===== src/hw/rtl/epoch_seconds_to_calendar_top_macros.svh =====
// Assertion macros for the epoch seconds to calendar converter.
// Included by the top level; no other dependencies.
`ifndef EPOCH_SECONDS_TO_CALENDAR_TOP_MACROS_SVH
`define EPOCH_SECONDS_TO_CALENDAR_TOP_MACROS_SVH
`ifndef SYNTHESIS
`define ESC_ASSERT_IMP(label, clk, rst, ante, cons) \
  label: assert property (@(posedge clk) disable iff (rst) (ante) |-> (cons)) \
    else $error("esc assertion failed");
`define ESC_ASSERT_NXT(label, clk, rst, ante, cons) \
  label: assert property (@(posedge clk) disable iff (rst) (ante) |=> (cons)) \
    else $error("esc assertion failed");
`else
`define ESC_ASSERT_IMP(label, clk, rst, ante, cons)
`define ESC_ASSERT_NXT(label, clk, rst, ante, cons)
`endif
`endif


===== src/hw/rtl/esc_pkg.sv =====
// Shared constants and calendar helper functions for the epoch converter.
// No dependencies.
`default_nettype none
package esc_pkg;

  localparam int unsigned SecondsW = 6;
  localparam int unsigned MinutesW = 6;
  localparam int unsigned HoursW   = 5;
  localparam int unsigned WeekdayW = 3;
  localparam int unsigned YearW    = 8;
  localparam int unsigned MonthW   = 4;
  localparam int unsigned DayW     = 5;
  localparam int unsigned EpochW   = 32;
  localparam int unsigned DaysW    = 16;

  localparam logic [5:0] SecsPerMin   = 6'd60;
  localparam logic [5:0] MinsPerHour  = 6'd60;
  localparam logic [5:0] HoursPerDay  = 6'd24;
  localparam logic [5:0] DaysPerWeek  = 6'd7;

  // year offset 130 is 2100: divisible by 4 but not a leap year
  localparam logic [YearW-1:0] CenturySkipOff = 8'd130;
  localparam logic [MonthW-1:0] LastMonthIdx  = 4'd11;
  localparam logic [MonthW-1:0] FebIdx        = 4'd1;

  function automatic logic is_leap(input logic [YearW-1:0] year_off);
    return (year_off[1:0] == 2'd2) && (year_off != CenturySkipOff);
  endfunction

  function automatic logic [8:0] year_len(input logic [YearW-1:0] year_off);
    return is_leap(year_off) ? 9'd366 : 9'd365;
  endfunction

  function automatic logic [4:0] month_len(input logic [MonthW-1:0] idx,
                                           input logic leap);
    logic [4:0] len;
    case (idx)
      4'd0:    len = 5'd31;
      4'd1:    len = leap ? 5'd29 : 5'd28;
      4'd2:    len = 5'd31;
      4'd3:    len = 5'd30;
      4'd4:    len = 5'd31;
      4'd5:    len = 5'd30;
      4'd6:    len = 5'd31;
      4'd7:    len = 5'd31;
      4'd8:    len = 5'd30;
      4'd9:    len = 5'd31;
      4'd10:   len = 5'd30;
      default: len = 5'd31;
    endcase
    return len;
  endfunction

  // days mod 7 to weekday; the epoch fell on a Thursday
  function automatic logic [WeekdayW-1:0] weekday_of(input logic [2:0] r);
    logic [WeekdayW-1:0] wd;
    case (r)
      3'd0:    wd = 3'd5;
      3'd1:    wd = 3'd6;
      3'd2:    wd = 3'd7;
      3'd3:    wd = 3'd1;
      3'd4:    wd = 3'd2;
      3'd5:    wd = 3'd3;
      3'd6:    wd = 3'd4;
      default: wd = 3'd1;
    endcase
    return wd;
  endfunction

endpackage
`default_nettype wire


===== src/hw/rtl/esc_if.sv =====
// Valid/ready channel interfaces for the epoch converter.
// Depends on esc_pkg.
`default_nettype none
interface esc_in_if;
  logic                         valid;
  logic                         ready;
  logic [esc_pkg::EpochW-1:0]   epoch_seconds;

  modport source (output valid, output epoch_seconds, input ready);
  modport sink   (input valid, input epoch_seconds, output ready);
endinterface

interface esc_out_if;
  logic                           valid;
  logic                           ready;
  logic [esc_pkg::SecondsW-1:0]   second_of_minute;
  logic [esc_pkg::MinutesW-1:0]   minute_of_hour;
  logic [esc_pkg::HoursW-1:0]     hour_of_day;
  logic [esc_pkg::WeekdayW-1:0]   weekday;
  logic [esc_pkg::YearW-1:0]      year_offset;
  logic [esc_pkg::MonthW-1:0]     month_number;
  logic [esc_pkg::DayW-1:0]       day_of_month;

  modport source (output valid, output second_of_minute, output minute_of_hour,
                  output hour_of_day, output weekday, output year_offset,
                  output month_number, output day_of_month, input ready);
  modport sink   (input valid, input second_of_minute, input minute_of_hour,
                  input hour_of_day, input weekday, input year_offset,
                  input month_number, input day_of_month, output ready);
endinterface
`default_nettype wire


===== src/hw/rtl/epoch_seconds_to_calendar_top.sv =====
// Handles one item at a time, from accepted transaction to result valid.
// First /60, /60, /24 and mod 7, each a reciprocal multiply, a multiply back and a
// subtract on one shared multiplier and subtractor; then whole years are subtracted, then
// whole months. Ready again the cycle after the result transaction.
// Reset (synchronous, rst high) returns to idle and drops any pending result.
// Depends on esc_pkg, esc_if and epoch_seconds_to_calendar_top_macros.svh.
`default_nettype none
`include "epoch_seconds_to_calendar_top_macros.svh"
module epoch_seconds_to_calendar_top (
  input  wire logic clk,
  input  wire logic rst,
  esc_in_if.sink    din,
  esc_out_if.source dout
);

  typedef enum logic [2:0] {
    S_IDLE, S_MULQ, S_MULR, S_REM, S_YEAR, S_MONTH, S_DONE
  } state_t;

  typedef enum logic [1:0] {
    P_SEC, P_MIN, P_HOUR, P_WDAY
  } pass_t;

  // floor(x / d) = (x * recip) >> shift over each pass's operand range
  localparam logic [esc_pkg::EpochW-1:0] RecipBy60 = 32'h8888_8889;  // >> 37
  localparam logic [esc_pkg::EpochW-1:0] RecipBy24 = 32'hAAAA_AAAB;  // >> 36
  localparam logic [esc_pkg::EpochW-1:0] RecipBy7  = 32'h2492_4925;  // >> 32, below 2^17

  state_t                        state;
  pass_t                         pass;
  logic [esc_pkg::EpochW-1:0]    opnd;
  logic [esc_pkg::EpochW-1:0]    quo;
  logic [2*esc_pkg::EpochW-1:0]  prod;
  logic [esc_pkg::DaysW-1:0]     days;
  logic [esc_pkg::YearW-1:0]     year;
  logic [esc_pkg::MonthW-1:0]    month;
  logic [esc_pkg::SecondsW-1:0]  sec;
  logic [esc_pkg::MinutesW-1:0]  min;
  logic [esc_pkg::HoursW-1:0]    hour;
  logic [esc_pkg::WeekdayW-1:0]  wday;

  // shared multiplier
  logic [esc_pkg::EpochW-1:0]    mul_a;
  logic [esc_pkg::EpochW-1:0]    mul_b;
  logic [2*esc_pkg::EpochW-1:0]  mul_p;
  logic [esc_pkg::EpochW-1:0]    quot;
  logic [esc_pkg::EpochW-1:0]    recip;
  logic [5:0]                    divisor;

  // shared compare/subtract unit
  logic [esc_pkg::DaysW-1:0]     sub_a;
  logic [esc_pkg::DaysW-1:0]     sub_b;
  logic [esc_pkg::DaysW:0]       diff;
  logic                          ge;
  logic                          leap;

  assign leap = esc_pkg::is_leap(year);

  always_comb begin
    quot    = prod[63:32];
    recip   = RecipBy7;
    divisor = esc_pkg::DaysPerWeek;
    case (pass)
      P_SEC: begin
        quot    = {5'd0, prod[63:37]};
        recip   = RecipBy60;
        divisor = esc_pkg::SecsPerMin;
      end
      P_MIN: begin
        quot    = {5'd0, prod[63:37]};
        recip   = RecipBy60;
        divisor = esc_pkg::MinsPerHour;
      end
      P_HOUR: begin
        quot    = {4'd0, prod[63:36]};
        recip   = RecipBy24;
        divisor = esc_pkg::HoursPerDay;
      end
      default: ;
    endcase
  end

  assign mul_a = (state == S_MULR) ? quot : opnd;
  assign mul_b = (state == S_MULR) ? {26'd0, divisor} : recip;
  // 32 x 32 product
  assign mul_p = {{esc_pkg::EpochW{1'b0}}, mul_a} * {{esc_pkg::EpochW{1'b0}}, mul_b};

  always_comb begin
    // remainder: low bits of operand minus quotient times divisor
    sub_a = opnd[esc_pkg::DaysW-1:0];
    sub_b = prod[esc_pkg::DaysW-1:0];
    case (state)
      S_YEAR: begin
        sub_a = days;
        sub_b = {7'd0, esc_pkg::year_len(year)};
      end
      S_MONTH: begin
        sub_a = days;
        sub_b = {11'd0, esc_pkg::month_len(month, leap)};
      end
      default: ;
    endcase
  end

  assign diff = {1'b0, sub_a} - {1'b0, sub_b};
  assign ge   = !diff[esc_pkg::DaysW];

  always_ff @(posedge clk) begin
    if (rst) begin
      state <= S_IDLE;
    end else begin
      case (state)
        S_IDLE: begin
          if (din.valid) begin
            opnd  <= din.epoch_seconds;
            pass  <= P_SEC;
            state <= S_MULQ;
          end
        end
        S_MULQ: begin
          prod  <= mul_p;
          state <= S_MULR;
        end
        S_MULR: begin
          quo   <= quot;
          prod  <= mul_p;
          state <= S_REM;
        end
        S_REM: begin
          case (pass)
            P_SEC: begin
              sec   <= diff[esc_pkg::SecondsW-1:0];
              opnd  <= quo;
              pass  <= P_MIN;
              state <= S_MULQ;
            end
            P_MIN: begin
              min   <= diff[esc_pkg::MinutesW-1:0];
              opnd  <= quo;
              pass  <= P_HOUR;
              state <= S_MULQ;
            end
            P_HOUR: begin
              hour  <= diff[esc_pkg::HoursW-1:0];
              days  <= quo[esc_pkg::DaysW-1:0];
              opnd  <= quo;
              pass  <= P_WDAY;
              state <= S_MULQ;
            end
            default: begin
              wday  <= esc_pkg::weekday_of(diff[2:0]);
              year  <= '0;
              state <= S_YEAR;
            end
          endcase
        end
        S_YEAR: begin
          if (ge) begin
            days <= diff[esc_pkg::DaysW-1:0];
            year <= year + 8'd1;
          end else begin
            month <= '0;
            state <= S_MONTH;
          end
        end
        S_MONTH: begin
          if (ge && month != esc_pkg::LastMonthIdx) begin
            days  <= diff[esc_pkg::DaysW-1:0];
            month <= month + 4'd1;
          end else begin
            state <= S_DONE;
          end
        end
        S_DONE: begin
          if (dout.ready) begin
            state <= S_IDLE;
          end
        end
        default: state <= S_IDLE;
      endcase
    end
  end

  assign din.ready              = (state == S_IDLE);
  assign dout.valid             = (state == S_DONE);
  assign dout.second_of_minute  = sec;
  assign dout.minute_of_hour    = min;
  assign dout.hour_of_day       = hour;
  assign dout.weekday           = wday;
  assign dout.year_offset       = year;
  assign dout.month_number      = month + 4'd1;
  assign dout.day_of_month      = days[esc_pkg::DayW-1:0] + 5'd1;

  `ESC_ASSERT_NXT(a_busy_after_accept, clk, rst, din.valid && din.ready, !din.ready && !dout.valid)
  `ESC_ASSERT_IMP(a_result_range, clk, rst, dout.valid, (sec < 6'd60) && (min < 6'd60) && (hour < 5'd24) && (wday != 3'd0) && (month <= esc_pkg::LastMonthIdx))
  `ESC_ASSERT_IMP(a_year_bound, clk, rst, state == S_YEAR, year <= 8'd136)
  `ESC_ASSERT_IMP(a_month_days, clk, rst, state == S_MONTH, days < 16'd366)
  `ESC_ASSERT_NXT(a_idle_after_out, clk, rst, dout.valid && dout.ready, din.ready)

endmodule
`default_nettype wire


===== src/flat_wrapper.sv =====
// flat-port wrapper written by rule: the top's interface ports become plain ports
module epoch_seconds_to_calendar_top_flat 
  (clk, rst, din_valid, din_epoch_seconds, din_ready, dout_valid, dout_second_of_minute, dout_minute_of_hour, dout_hour_of_day, dout_weekday, dout_year_offset, dout_month_number, dout_day_of_month, dout_ready);
  esc_in_if din_i ();
  esc_out_if dout_i ();
  input  wire logic clk;
  input  wire logic rst;
  input wire logic [$bits(din_i.valid)-1:0] din_valid;
  input wire logic [$bits(din_i.epoch_seconds)-1:0] din_epoch_seconds;
  output wire logic [$bits(din_i.ready)-1:0] din_ready;
  output wire logic [$bits(dout_i.valid)-1:0] dout_valid;
  output wire logic [$bits(dout_i.second_of_minute)-1:0] dout_second_of_minute;
  output wire logic [$bits(dout_i.minute_of_hour)-1:0] dout_minute_of_hour;
  output wire logic [$bits(dout_i.hour_of_day)-1:0] dout_hour_of_day;
  output wire logic [$bits(dout_i.weekday)-1:0] dout_weekday;
  output wire logic [$bits(dout_i.year_offset)-1:0] dout_year_offset;
  output wire logic [$bits(dout_i.month_number)-1:0] dout_month_number;
  output wire logic [$bits(dout_i.day_of_month)-1:0] dout_day_of_month;
  input wire logic [$bits(dout_i.ready)-1:0] dout_ready;
  assign din_i.valid = din_valid;
  assign din_i.epoch_seconds = din_epoch_seconds;
  assign din_ready = din_i.ready;
  assign dout_valid = dout_i.valid;
  assign dout_second_of_minute = dout_i.second_of_minute;
  assign dout_minute_of_hour = dout_i.minute_of_hour;
  assign dout_hour_of_day = dout_i.hour_of_day;
  assign dout_weekday = dout_i.weekday;
  assign dout_year_offset = dout_i.year_offset;
  assign dout_month_number = dout_i.month_number;
  assign dout_day_of_month = dout_i.day_of_month;
  assign dout_i.ready = dout_ready;
  epoch_seconds_to_calendar_top u_core (.clk(clk), .rst(rst), .din(din_i), .dout(dout_i));
endmodule

===== config.mk =====
export PLATFORM = sky130hd
export DESIGN_NAME = epoch_seconds_to_calendar_top_flat
export DESIGN_NICKNAME = d
export VERILOG_FILES = /design/src/hw/rtl/esc_pkg.sv /design/src/hw/rtl/esc_if.sv /design/src/hw/rtl/epoch_seconds_to_calendar_top.sv /design/src/flat_wrapper.sv
export VERILOG_INCLUDE_DIRS = /design/src /design/src/hw/rtl
export SDC_FILE = /design/constraint.sdc
export NUM_CORES = 2
export LEC_CHECK = 0
export BUFFER_PORTS_ARGS = -buffer_cell sky130_fd_sc_hd__buf_4
export CAP_MARGIN = 15
export CORE_MARGIN = 2
export CORE_UTILIZATION = 66
export CTS_CLUSTER_SIZE = 24
export DETAILED_ROUTE_END_ITERATION = 16
export PLACE_DENSITY = 0.83
export SLEW_MARGIN = 20
export SYNTH_ARGS = -nofsm -noshare
export SYNTH_HDL_FRONTEND = slang
export SYNTH_SLANG_ARGS = --single-unit

===== constraint.sdc =====
create_clock -name clk -period 11.6 [get_ports clk]
set_input_delay 0 -clock clk [delete_from_list [all_inputs] [get_ports clk]]
set_output_delay 0 -clock clk [all_outputs]
set_load 0.01 [all_outputs]

-- Word level (Yosys, flattened, before mapping)
Index checks and enable logic that the tools add are counted.
W data, S select, Z words.
- bits in registers: 181
- input port bits: 36
- logic and storage cells: 110
- add/subtract/negate cells: 4
- $mul: 1
- eq/ne operators: 31
- mux-type cells: 33
- bitwise gates (word level): 2
- reduce and logical (&&, ||, !) cells: 27
- operators by type and width (kind ; count):
    $pmux W32 S2 ; 3
    $mux W32 ; 4
    $mul A32 B32 Y64 ; 1
    $mux W16 ; 4
    $pmux W16 S3 ; 1
    $pmux W16 S2 ; 1
    $pmux W3 S7 ; 1
    $reduce_and A4 Y1 ; 5
    $eq A3 B3 Y1 const B ; 6
    $pmux W3 S6 ; 1
    $sub A16 B16 Y17 ; 1
    $mux W8 ; 2
    $pmux W8 S2 ; 1
    $mux W3 ; 5
    $pmux W6 S2 ; 1
    $reduce_and A3 Y1 ; 4
    $ne A2 B2 Y1 const B ; 5
    $pmux W5 S2 ; 1
    $eq A3 B2 Y1 const B ; 3
    $add A8 B1 Y8 const B ; 1
    $eq A4 B4 Y1 const B ; 2
    $mux W4 ; 2
    $ne A2 B1 Y1 const B ; 4
    $ne A8 B8 Y1 const B ; 1
    27 further kinds ; 38

-- Depth between registers and ports, before layout
- depth after elaboration: 10
- depth in mapped cells: 34

-- Least setup slack after synthesis
Ideal clock, no wire load.
- path kind: reg2reg
- start point: register u_core.pass[0]
- end point: register u_core.prod[63] in the netlist's numbering (data pin)
- setup time: 0.259 ns
- data arrival time: 8.384 ns
- path slack: 2.958 ns
- cell stages (with the launch flop): 31
- path buffers: 3
- clock period less this slack: 8.642 ns
- cells stage by stage: edfxtp_1 inv_1 ha_1 or2_2 clkbuf_1 clkbuf_1 a22o_1 mux2_2 a21oi_1 nor2_1 fa_1 inv_1 fa_1 fa_1 fa_1 inv_1 fa_1 fa_1 fa_1 fa_1 ha_1 buf_6 a21o_1 a21o_1 a221o_1 a311o_1 o31ai_4 o21ai_2 a31oi_4 o211ai_2 xnor2_1
- cells in the longest elaborated chain, start to end: 5
- elaborated cells on any way between the ends: 10
- those cells by class: mul (1); eq/ne (2); mux (5); reduce/logical (2)
- ends and longest elaborated chain (item ; RTL line ; RTL):
    start, declared ; epoch_seconds_to_calendar_top.sv:30 ; pass_t pass;
    start signal, assigned ; epoch_seconds_to_calendar_top.sv:116 ; pass <= P_SEC;
    start signal, assigned ; epoch_seconds_to_calendar_top.sv:134 ; pass <= P_MIN;
    start signal, assigned ; epoch_seconds_to_calendar_top.sv:140 ; pass <= P_HOUR;
    $eq A2 B1 Y1 or $logic_not A2 Y1 (tied branches) ; epoch_seconds_to_calendar_top.sv:63 ; case (pass)
    $reduce_or A2 Y1 (no line) ; n/a ;
    $pmux W32 S2 (*) ; epoch_seconds_to_calendar_top.sv:63 ;
    via u_core.quot, one bit ; epoch_seconds_to_calendar_top.sv:46 ; logic [esc_pkg::EpochW-1:0] quot;
    $mux W32 (*) ; epoch_seconds_to_calendar_top.sv:83 ; assign mul_a = (state == S_MULR) ? quot : opnd;
    $mul A32 B32 Y64 (*) ; epoch_seconds_to_calendar_top.sv:86 ; assign mul_p = {{esc_pkg::EpochW{1'b0}}, mul_a} * {{esc_pkg::EpochW{1'b0}}, mul_b};
    via u_core.mul_p, one bit ; epoch_seconds_to_calendar_top.sv:45 ; logic [2*esc_pkg::EpochW-1:0] mul_p;
    end signal, assigned ; epoch_seconds_to_calendar_top.sv:121 ; prod <= mul_p;
    end signal, assigned ; epoch_seconds_to_calendar_top.sv:126 ; prod <= mul_p;
    end, declared ; epoch_seconds_to_calendar_top.sv:33 ; logic [2*esc_pkg::EpochW-1:0] prod;
The timed path passes the listed nets; every way through them passes the cells marked *.
A chain may end at the register's enable or synchronous reset.

-- Worst setup path after layout
- start point: register u_core.state[0]
- end point: register u_core.prod[40] in the netlist's numbering (data pin)
- cells in the longest elaborated chain, start to end: 3
- elaborated cells on any way between the ends: 4
- those cells by class: mul (1); eq/ne (1); mux (2)
- ends and longest elaborated chain (item ; RTL line ; RTL):
    start, declared ; epoch_seconds_to_calendar_top.sv:29 ; state_t state;
    start signal, assigned ; epoch_seconds_to_calendar_top.sv:110 ; state <= S_IDLE;
    start signal, assigned ; epoch_seconds_to_calendar_top.sv:117 ; state <= S_MULQ;
    start signal, assigned ; epoch_seconds_to_calendar_top.sv:122 ; state <= S_MULR;
    $eq A3 B2 Y1 (*) ; epoch_seconds_to_calendar_top.sv:83, epoch_seconds_to_calendar_top.sv:84 ;
    $mux W32, on equally long branches ; epoch_seconds_to_calendar_top.sv:83, epoch_seconds_to_calendar_top.sv:84 ;
    $mul A32 B32 Y64 (*) ; epoch_seconds_to_calendar_top.sv:86 ;
    via u_core.mul_p, one bit ; epoch_seconds_to_calendar_top.sv:45 ;
Marks and branches as above.

==> results_dict.tcl <==
set metrics [dict create \
    rsz0062_at_grt "false" \
    yosys_warnings 0 \
    synth-seq-cells 165 \
    drtIter0Drc 2660 \
    drv_slew 0 \
    design.core.area_um2 49860 \
    worstMarginPinSlew_ps 1175 \
    cp_max_fo 66 \
    crit_type "flop to flop" \
    grt_use_total 0.4261 \
    hold_viol_final 0 \
    async_flop_share 0 \
    regArea_um2 4925 \
    cts.clk_slew.worst_paths_ps 80 \
    syn_avg_cell_area_um2 9.738 \
    grt_overflow 0 \
    clock-root-buffer "clkbuf_16" \
    cts_tree "done" \
    drcViolationCount 0 \
    drt-total-wl_um 107400 \
    hold_depth 4 \
    yosysSeqAreaShare 0.1485 \
    die_x_um 228.1 \
    fin_setup_tns_ps 0 \
    synth_area_um2 33160 \
    synth_cell_types 72 \
    maxCapViolCount 0 \
    nets 4509 \
    antenna_found_initial 4 \
    maxClockFrequency_ghz 0.09613 \
    reg2regPathDepth 30 \
    postCtsSetupBuffers 0 \
    grt_pass1_wl_um 162200 \
    skew_ps 19.38 \
    dp_hpwl_um 91500 \
    cts_hold_buf 36 \
    status "finished clean" \
    slowest_stage "o311ai_0" \
    start_util 0.6650 \
    numClockSinks 165 \
    startpoint_type "flop" \
    synth_edf_count 162 \
    post-route-period-util 0.8968 \
    vias_per_cell 6.142 \
    cts_buffer_depth 2 \
    ios 75 \
    arrival_ps 10640 \
    max_stage_delay_ps 930 \
    r2r-end "u_core.prod[40]$_DFFE_PP_" \
    finalSetupViolCount 0 \
    min_from "din_epoch_seconds[22]" \
    drt_first_pass_iters 7 \
    rows 82 \
    slew_headroom 0.2167 \
    die_area_um2 52050 \
    reg2reg_slack_ps 1200 \
    rr_startpoint "u_core.state[0]$_SDFFE_PP0P_" \
    numCtsBuffers 17 \
    hold_class "primary input to flop" \
    min_to "u_core.opnd[22]$_DFFE_PP_" \
    clk_latency_ps 500 \
    finalWorstPathRequiredPeriod_ps 10400 \
    port_buffers 74 \
    grt_start_max_net_pins 81 \
    post_cts_resized 0 \
    fp.dieH_um 228.1 \
    gp_congestion 1.055 \
    grt_pass1_vias 26471 \
    vias 25409 \
    htree_levels 4 \
    cp_data_required_time_ps 11840 \
    layout-drive-gt1-share 0.06986 \
    n_fill_cell 3772 \
    synth_ff_type "edfxtp_1" \
    routedWlPerCell_um 25.95 \
    endpoint_kind "flop" \
    multi_input_area_um2 25170 \
    ant_nets 0 \
    syn2layout_area_growth_pct 6.701 \
    synthCells 3405 \
]
==> stage by stage <==
step | utilization | setup WS (ps) | cells | hold WS [ps] | instance area [um^2]
floorplan | - | 2958 | 3417 | 181.4 | 33200
global placement | 0.6892 | 1274 | 4068 | 264.8 | 34370
detailed placement | 0.6894 | 1541 | 4068 | 284.0 | 34380
CTS | 0.7092 | 1491 | 4136 | 313.4 | 35370
global route | 0.7095 | 805.8 | 4136 | 356.7 | 35380
finish | 0.7096 | 1197 | 4137 | 328.5 | 35380
==> cells by family after synthesis <==
| kind of cell | Yosys count | share of synthesized area |
|---|---|---|
| adders and majority gates | 1022 | 0.5147 |
| DFF | 165 | 0.1485 |
| AOI/OAI and AO/OA | 397 | 0.07950 |
| other | 2 | 0.0002265 |
| muxes | 31 | 0.01038 |
| and+or+nand+nor | 823 | 0.1194 |
| xor gates and xnor gates | 118 | 0.03117 |
| buffers and inverters | 847 | 0.09614 |
==> placed cells by master (no fill, tap or decap), types with 13 or more instances in the layout <==
cell,n
buf_4,94
nand4_1,18
xor2_1,64
o21ai_0,61
fa_1,570
a21o_1,63
inv_1,732
nand2b_1,13
nand2_1,280
nor2b_1,77
a31oi_1,13
nand3_1,27
and2_1,62
o21a_1,13
clkbuf_16,17
xnor2_1,54
ha_1,450
and3_1,75
nor3_1,13
or2_2,48
a22o_1,28
a31o_2,16
dlygate4sd3_1,36
a21oi_1,126
nor2_1,180
edfxtp_1,162
mux2_2,27
conb_1,14
==> routing by layer <==
| layer | routed length, um | track usage | vias up |
|---|---|---|---|
| li1 | - | - | 10882 |
| met1 | 37190 | 0.5202 | 12494 |
| met2 | 49100 | 0.6690 | 1594 |
| met3 | 11940 | 0.1121 | 439 |
| met4 | 9130 | 0.2870 | 0 |
| met5 | 0 | 0 | - |
==> critical path: cells and delay by family, from the launching register on <==
family,cells,cell delay [ps]
AOI/OAI and AO/OA,6,3230
adders and majority gates,9,3900
buffers and inverters,8,1160
and+or+nand+nor,6,1040
DFF,1,650
xor gates and xnor gates,1,150
==> state kept, by name, indices dropped and copies added, names as in the netlist <==
register,count
u_core.days,16
u_core.dout.hour_of_day,5
u_core.dout.minute_of_hour,6
u_core.dout.second_of_minute,6
u_core.dout.weekday,3
u_core.dout.year_offset,8
u_core.month,4
u_core.opnd,32
u_core.pass,2
u_core.prod,48
u_core.quo,32
u_core.state,3
==> how the worst max path moves through the flow <==
| stage | from | endpoint | cells after the start |
|---|---|---|---|
| global placement | u_core.pass[0]$_SDFFCE_PN0P_ | u_core.prod[48]$_DFFE_PP_ | 24 |
| global route | u_core.state[0]$_SDFFE_PP0P_ | u_core.prod[40]$_DFFE_PP_ | 30 |
| floorplan | u_core.pass[0]$_SDFFCE_PN0P_ | u_core.prod[63]$_DFFE_PP_ | 30 |
| CTS | u_core.state[0]$_SDFFE_PP0P_ | u_core.prod[40]$_DFFE_PP_ | 30 |
| detailed placement | u_core.state[0]$_SDFFE_PP0P_ | u_core.prod[40]$_DFFE_PP_ | 30 |
| finish | u_core.state[0]$_SDFFE_PP0P_ | u_core.prod[40]$_DFFE_PP_ | 30 |
==> layout make-up <==
type,instances,area share
repair buffers,130,0.03013
clock inverters,15,0.005764
diodes,1,0.00007073
clock buffers,17,0.01202
well taps,672,0.02376
multi-input cells,2405,0.7114
flip-flops and latches,165,0.1392
inverters,732,0.07766
==> synth_stat cells (all sizes together) (63+ instances only) <==
cell,count,area [um^2]
fa,570,11410
and3,75,469.2
inv,732,2748
nand2,280,1051
xor2,64,560.5
ha,452,5655
a21oi,130,654.4
a21o,63,473.0
clkbuf,104,390.4
nor2,183,686.9
o21ai,64,324.1
edfxtp,162,4865
nor2b,79,494.2
Power is not shown: default switching activity piles up to over one toggle a cycle in this logic, so the estimate is an artifact.
